`config.mk`:
```
export PLATFORM = sky130hd
export DESIGN_NAME = hsv_to_rgba_pack_core
export DESIGN_NICKNAME = d
export VERILOG_FILES = /design/src/rtl/core/hsvp_pkg.sv /design/src/rtl/core/hsvp_term.sv /design/src/rtl/core/hsv_to_rgba_pack_core.sv
export SDC_FILE = /design/constraint.sdc
export NUM_CORES = 2
export LEC_CHECK = 0
export ABC_AREA = 1
export BUFFER_PORTS_ARGS = -buffer_cell sky130_fd_sc_hd__buf_4
export CORE_ASPECT_RATIO = 0.8
export CORE_MARGIN = 1
export CORE_UTILIZATION = 35
export DETAILED_ROUTE_END_ITERATION = 12
export PLACE_DENSITY = 0.57
export SYNTH_ARGS = -nofsm -noshare
export SYNTH_HDL_FRONTEND = slang
export SYNTH_SLANG_ARGS = --single-unit
```
`constraint.sdc`:
```
create_clock -name clk -period 25.8 [get_ports clk]
set_input_delay 5.16 -clock clk [delete_from_list [all_inputs] [get_ports clk]]
set_output_delay 5.16 -clock clk [all_outputs]
set_load 0.02 [all_outputs]
```
`src/rtl/core/hsvp_pkg.sv`:
```
// HSV to packed RGBA converter: shared constants, sector helpers and sideband type.
// No dependencies.
`timescale 1ns / 1ps
`default_nettype none

package hsvp_pkg;

  localparam int HueW   = 15;
  localparam int ByteW  = 8;
  localparam int FracW  = 13;
  localparam int SwW    = 20;
  localparam int NumW   = 28;
  localparam int QuoW   = NumW - 8;
  localparam int RecipW = 21;
  localparam int ProdW  = QuoW + RecipW;
  localparam int RecipShift = 32;
  localparam int MaxSector  = 8;

  localparam logic [11:0]       SECTOR_STEPS = 12'd3840;
  // 255 * 3840
  localparam logic [SwW-1:0]    DEN          = 20'd979200;
  // ceil(2^32 / (15 * 255)), exact for quotients below 2^20
  localparam logic [RecipW-1:0] RECIP        = 21'd1122868;

  typedef logic [3:0] sector_t;

  localparam sector_t SEC_RED_YEL = 4'd0;
  localparam sector_t SEC_YEL_GRN = 4'd1;
  localparam sector_t SEC_GRN_CYN = 4'd2;
  localparam sector_t SEC_CYN_BLU = 4'd3;
  localparam sector_t SEC_BLU_MAG = 4'd4;

  typedef struct packed {
    sector_t          sector;
    logic             grey;
    logic [ByteW-1:0] val;
    logic [ByteW-1:0] alp;
    logic [ByteW-1:0] p;
  } side_t;

  function automatic sector_t sector_of(logic [HueW-1:0] hue);
    sector_t s;
    s = SEC_RED_YEL;
    for (int k = 1; k <= MaxSector; k++) begin
      if (hue >= HueW'(k * 3840)) s = sector_t'(k);
    end
    return s;
  endfunction

  function automatic logic [HueW-1:0] sector_base(sector_t s);
    return HueW'(s) * HueW'(SECTOR_STEPS);
  endfunction

endpackage

`default_nettype wire

```
`src/rtl/core/hsvp_term.sv`:
```
// Pipelined q/t term: floor(V * (D - S*w) / D), three register stages.
// Depends on hsvp_pkg.
`timescale 1ns / 1ps
`default_nettype none

module hsvp_term (
  input  wire                        clk,
  input  wire                        en,
  input  wire  [hsvp_pkg::ByteW-1:0] val,
  input  wire  [hsvp_pkg::ByteW-1:0] sat,
  input  wire  [hsvp_pkg::FracW-1:0] w,
  output logic [hsvp_pkg::ByteW-1:0] term
);
  import hsvp_pkg::*;

  logic [SwW-1:0]   sw;
  logic [ByteW-1:0] val_a;
  logic [NumW-1:0]  num;
  logic [ProdW-1:0] prod;

  always_ff @(posedge clk) begin
    if (en) begin
      sw    <= SwW'(sat) * SwW'(w);
      val_a <= val;
      num   <= NumW'(val_a) * NumW'(DEN - sw);
      // floor(floor(num/256) / 3825) == floor(num / D)
      prod  <= ProdW'(num[NumW-1:8]) * ProdW'(RECIP);
    end
  end

  assign term = prod[RecipShift +: ByteW];

endmodule

`default_nettype wire

```
`src/rtl/core/hsv_to_rgba_pack_core.sv`:
```
// HSV + alpha to packed RGBA word, six-stage pipeline.
// Depends on hsvp_pkg and hsvp_term.
//
//  channel | signals                                 | dir | beat
//  --------+-----------------------------------------+-----+---------------------------
//  hsv     | hue, saturation, value, alpha           | in  | hsv_valid & !hsv_stall
//  rgba    | packed_color                            | out | rgba_valid & !rgba_stall
//
// One beat per cycle unless the output is stalled; rgba_valid is the last stage valid.
// Stage depth is set by the q/t divide: multiply, multiply, reciprocal multiply.
// rst clears the stage valid bits only.
// The whole pipeline holds while the output beat is stalled; bubbles are not squeezed.
`timescale 1ns / 1ps
`default_nettype none

module hsv_to_rgba_pack_core (
  input  wire                         clk,
  input  wire                         rst,
  input  wire                         hsv_valid,
  output logic                        hsv_stall,
  input  wire  [hsvp_pkg::HueW-1:0]   hue,
  input  wire  [hsvp_pkg::ByteW-1:0]  saturation,
  input  wire  [hsvp_pkg::ByteW-1:0]  value,
  input  wire  [hsvp_pkg::ByteW-1:0]  alpha,
  output logic                        rgba_valid,
  input  wire                         rgba_stall,
  output logic [31:0]                 packed_color
);
  import hsvp_pkg::*;

  logic [5:0]       vld;
  logic             en;

  logic [HueW-1:0]  hue1;
  sector_t          sector1;
  logic [ByteW-1:0] sat1, val1, alp1;

  logic [11:0]      frac2;
  logic [FracW-1:0] fracc2;
  logic [15:0]      pn2;
  logic [ByteW-1:0] sat2;
  side_t            side2, side3, side4, side5;

  logic [11:0]      frac_next;
  logic [16:0]      p_sum;
  logic [ByteW-1:0] q_term, t_term;
  logic [ByteW-1:0] r_next, g_next, b_next;

  assign en         = !(vld[5] && rgba_stall);
  assign hsv_stall  = !en;
  assign rgba_valid = vld[5];

  always_ff @(posedge clk) begin
    if (rst) begin
      vld <= '0;
    end else if (en) begin
      vld <= {vld[4:0], hsv_valid};
    end
  end

  assign frac_next = 12'(hue1 - sector_base(sector1));
  assign p_sum     = 17'(pn2) + 17'(pn2[15:8]) + 17'd1;

  always_ff @(posedge clk) begin
    if (en) begin
      hue1    <= hue;
      sector1 <= sector_of(hue);
      sat1    <= saturation;
      val1    <= value;
      alp1    <= alpha;

      frac2  <= frac_next;
      fracc2 <= FracW'(SECTOR_STEPS) - FracW'(frac_next);
      pn2    <= 16'(val1) * {8'd0, ~sat1};
      sat2   <= sat1;
      side2  <= '{sector: sector1, grey: (sat1 == '0), val: val1, alp: alp1, p: '0};

      side3   <= '{sector: side2.sector, grey: side2.grey, val: side2.val, alp: side2.alp,
                   p: p_sum[15:8]};
      side4   <= side3;
      side5   <= side4;

      packed_color <= {r_next, g_next, b_next, side5.alp};
    end
  end

  hsvp_term u_q (
    .clk  (clk),
    .en   (en),
    .val  (side2.val),
    .sat  (sat2),
    .w    (FracW'(frac2)),
    .term (q_term)
  );

  hsvp_term u_t (
    .clk  (clk),
    .en   (en),
    .val  (side2.val),
    .sat  (sat2),
    .w    (fracc2),
    .term (t_term)
  );

  always_comb begin
    r_next = side5.val;
    g_next = side5.val;
    b_next = side5.val;
    if (!side5.grey) begin
      unique case (side5.sector)
        SEC_RED_YEL: begin
          r_next = side5.val; g_next = t_term;    b_next = side5.p;
        end
        SEC_YEL_GRN: begin
          r_next = q_term;    g_next = side5.val; b_next = side5.p;
        end
        SEC_GRN_CYN: begin
          r_next = side5.p;   g_next = side5.val; b_next = t_term;
        end
        SEC_CYN_BLU: begin
          r_next = side5.p;   g_next = q_term;    b_next = side5.val;
        end
        SEC_BLU_MAG: begin
          r_next = t_term;    g_next = side5.p;   b_next = side5.val;
        end
        default: begin
          r_next = side5.val; g_next = side5.p;   b_next = q_term;
        end
      endcase
    end
  end

  a_hold_on_stall: assert property (@(posedge clk) disable iff (rst)
    rgba_valid && rgba_stall |=> $stable(vld))
    else $error("pipeline moved while output beat stalled");

  a_frac_range: assert property (@(posedge clk) disable iff (rst)
    vld[1] |-> frac2 < SECTOR_STEPS && (13'(frac2) + fracc2) == 13'(SECTOR_STEPS))
    else $error("hue fraction out of sector");

  a_p_bound: assert property (@(posedge clk) disable iff (rst)
    vld[2] |-> side3.p <= side3.val)
    else $error("p term above value");

  a_qt_bound: assert property (@(posedge clk) disable iff (rst)
    vld[4] |-> q_term <= side5.val && t_term <= side5.val)
    else $error("q or t term above value");

  a_out_follows: assert property (@(posedge clk) disable iff (rst)
    vld[4] && en |=> rgba_valid)
    else $error("last stage beat lost");

endmodule

`default_nettype wire
```
==> impl_metrics.yaml <==
status:
  outcome: "complete, no violations"
synthesis:
  syn_avg_cell_area_um2: 8.686
  yosysMostFrequentCell: "inv_1"
  yosysTopAreaCell: "fa_1"
  synth-seq-area-share_pct: 22.88
  synth_fp_nets: 6057
  synthArstFlopShare_pct: 0
  synth_area_leaders: "fa_1, edfxtp_1, ha_1, inv_1, nand2_1"
  synthFlopType: "edfxtp_1"
  synth_top_area_share_pct: 25.84
  syn_area_um2: 42920
  synthCells: 4941
  synthTopCellsByCount: "inv_1, nand2_1, fa_1"
  synth_edf_count: 323
  synth.distinct_cells: 64
  ys_ff_latch: 329
  yosysWarnings: 0
clock_network:
  post_cts_resized: 0
  path_clk_slew_ns: 0.06
  cts_setup_buffers: 0
  clockBufferDepth: 3
  htree_levels: 2
  cts_hold_buf: 0
  insertion_delay_ns: 0.57
  cts.sinks: 329
  cts_tree: "yes"
  cts_root_buf: "clkbuf_16"
  cts_made_buffers: 36
die:
  num_rows: 114
  start_util_pct: 35.40
  pin_count: 77
  die_x_um: 393.5
  coreArea_um2: 121200
  die_h_um: 315.2
  die_area_um2: 124000
cells_and_area:
  drive_gt1_share_pct: 4.741
  nets: 6110
  syn_to_final_growth_pct: 8.513
  num_antenna_cells: 0
  fill_cells: 12460
placed_design:
  portBuffers: 76
  hpwl_um: 82630
  routabilityCongestion: 0.8865
sta:
  slew_headroom_pct: 32.96
  fmaxAchievable_mhz: 88.42
  max_slew.worst_pin.slew_ns: 1.006
  post-route-period-util_pct: 43.84
  setup_tns_ns: 0
  setup_viol: 0
  min_period_ns: 11.31
  final_max_slew_viol_count: 0
  finalHoldViolations: 0
  fin_skew_ns: 0.02881
  rsz0062_at_grt: "false"
grt:
  grt_overflow: 0
  grt_max_degree: 80
  grt_usage_pct: 16.28
  grt_pass1_vias: 31550
  grt_pass1_wl_um: 164300
  antenna_found_initial: 0
drt:
  wl_per_cell_um: 14.97
  wirelength_um: 99460
  ant_nets: 0
  dr.pass1.iters: 5
  via_count: 31140
  viasPerCell: 4.686
  drt_iter0_drc: 1753
  post-route-drc-count: 0
critical_path:
  end_kind: "output pin"
  worstPathMaxFanout: 45
  start_kind: "primary input"
  cp.arrival_ns: 6.15
  critical_path_class: "primary input to output pin"
  crit_required_ns: 20.64
  reg2reg_depth: 29
hold_path:
  worstHoldPathCells: 0
  holdCritPathClass: "register to register"
job:
  cap_violations: 0
[per-layer routing]
layer | track usage (%) | part of all wire (%) | vias up
li1 | - | - | 15390
met5 | 0 | 0 | -
met1 | 24.44 | 50 | 14970
met3 | 2.910 | 6.4 | 89
met4 | 2.786 | 1.5 | 0
met2 | 24.57 | 42 | 691
[cell type report]
type / count / area [um^2] / share of cell area, %
multi-input combinational: 3323 / 28220 / 60.59
tap: 1624 / 2032 / 4.363
sequential: 329 / 9819 / 21.08
clock inverter: 22 / 265.3 / 0.5696
timing repair buffer: 99 / 743.2 / 1.596
inverter: 1205 / 4531 / 9.728
clock buffer: 42 / 965.9 / 2.074
[worst max-delay path: stages]
cell     delay, ns
buf_4         0.12
nand2_4       0.40
inv_1         0.24
buf_4         0.22
[metrics by stage]
stage                     area [um^2]  util, %  setup slack, ns  hold slack [ns]  instances
after floorplan                 42920        -            6.766           0.4003       4941
after global placement          45340    37.40            14.45           0.4003       6580
after detailed placement        45340    37.40            14.44           0.4045       6580
after CTS                       46570    38.41            14.44           0.4114       6644
after global routing            46570    38.41            14.35           0.4155       6644
final                           46570    38.41            14.49           0.4122       6644
[cell families after synthesis]
kind of cell | Yosys count | share of synthesized area [%]
simple gates | 1720 | 16.52
buf+inv | 1289 | 11.40
fa+ha+maj | 1073 | 40.97
compound gates | 404 | 5.422
flops | 329 | 22.88
xor+xnor | 120 | 2.598
mux | 6 | 0.2099
[state kept, by name (all words and copies together) (netlist names), 16 cells and up]
signal,flops
u_t.num,20
u_t.sw,19
side2,21
packed_color,32
side5,29
side4,29
side3,21
u_q.num,20
pn2,16
u_q.sw,20
[cell usage in the layout, fill, tap and decap left out, drive strengths merged, types with 42 or more instances in the layout]
cell    netlist  layout
a21oi       182     182
xor2         85      85
clkbuf       70      42
edfxtp      323     323
nor3         52      52
nand3       179     179
fa          554     554
ha          519     519
nand2       962     962
inv        1200    1203
buf          14      99
o21ai       124     124
nor2        464     464
[worst paths after layout]
kind	startpoint	endpoint	slack, ns
setup / recovery	rgba_stall	hsv_stall	14.49
hold / removal	side4[4]$_DFFE_PN_	side5[4]$_DFFE_PN_	0.41
setup reg to reg	u_q.sw[0]$_DFFE_PN_	u_t.num[27]$_DFFE_PN_	19.50
hold reg to reg	side4[4]$_DFFE_PN_	side5[4]$_DFFE_PN_	0.41
Power is not shown: default switching activity piles up to over one toggle a cycle in this logic, so the estimate is an artifact.
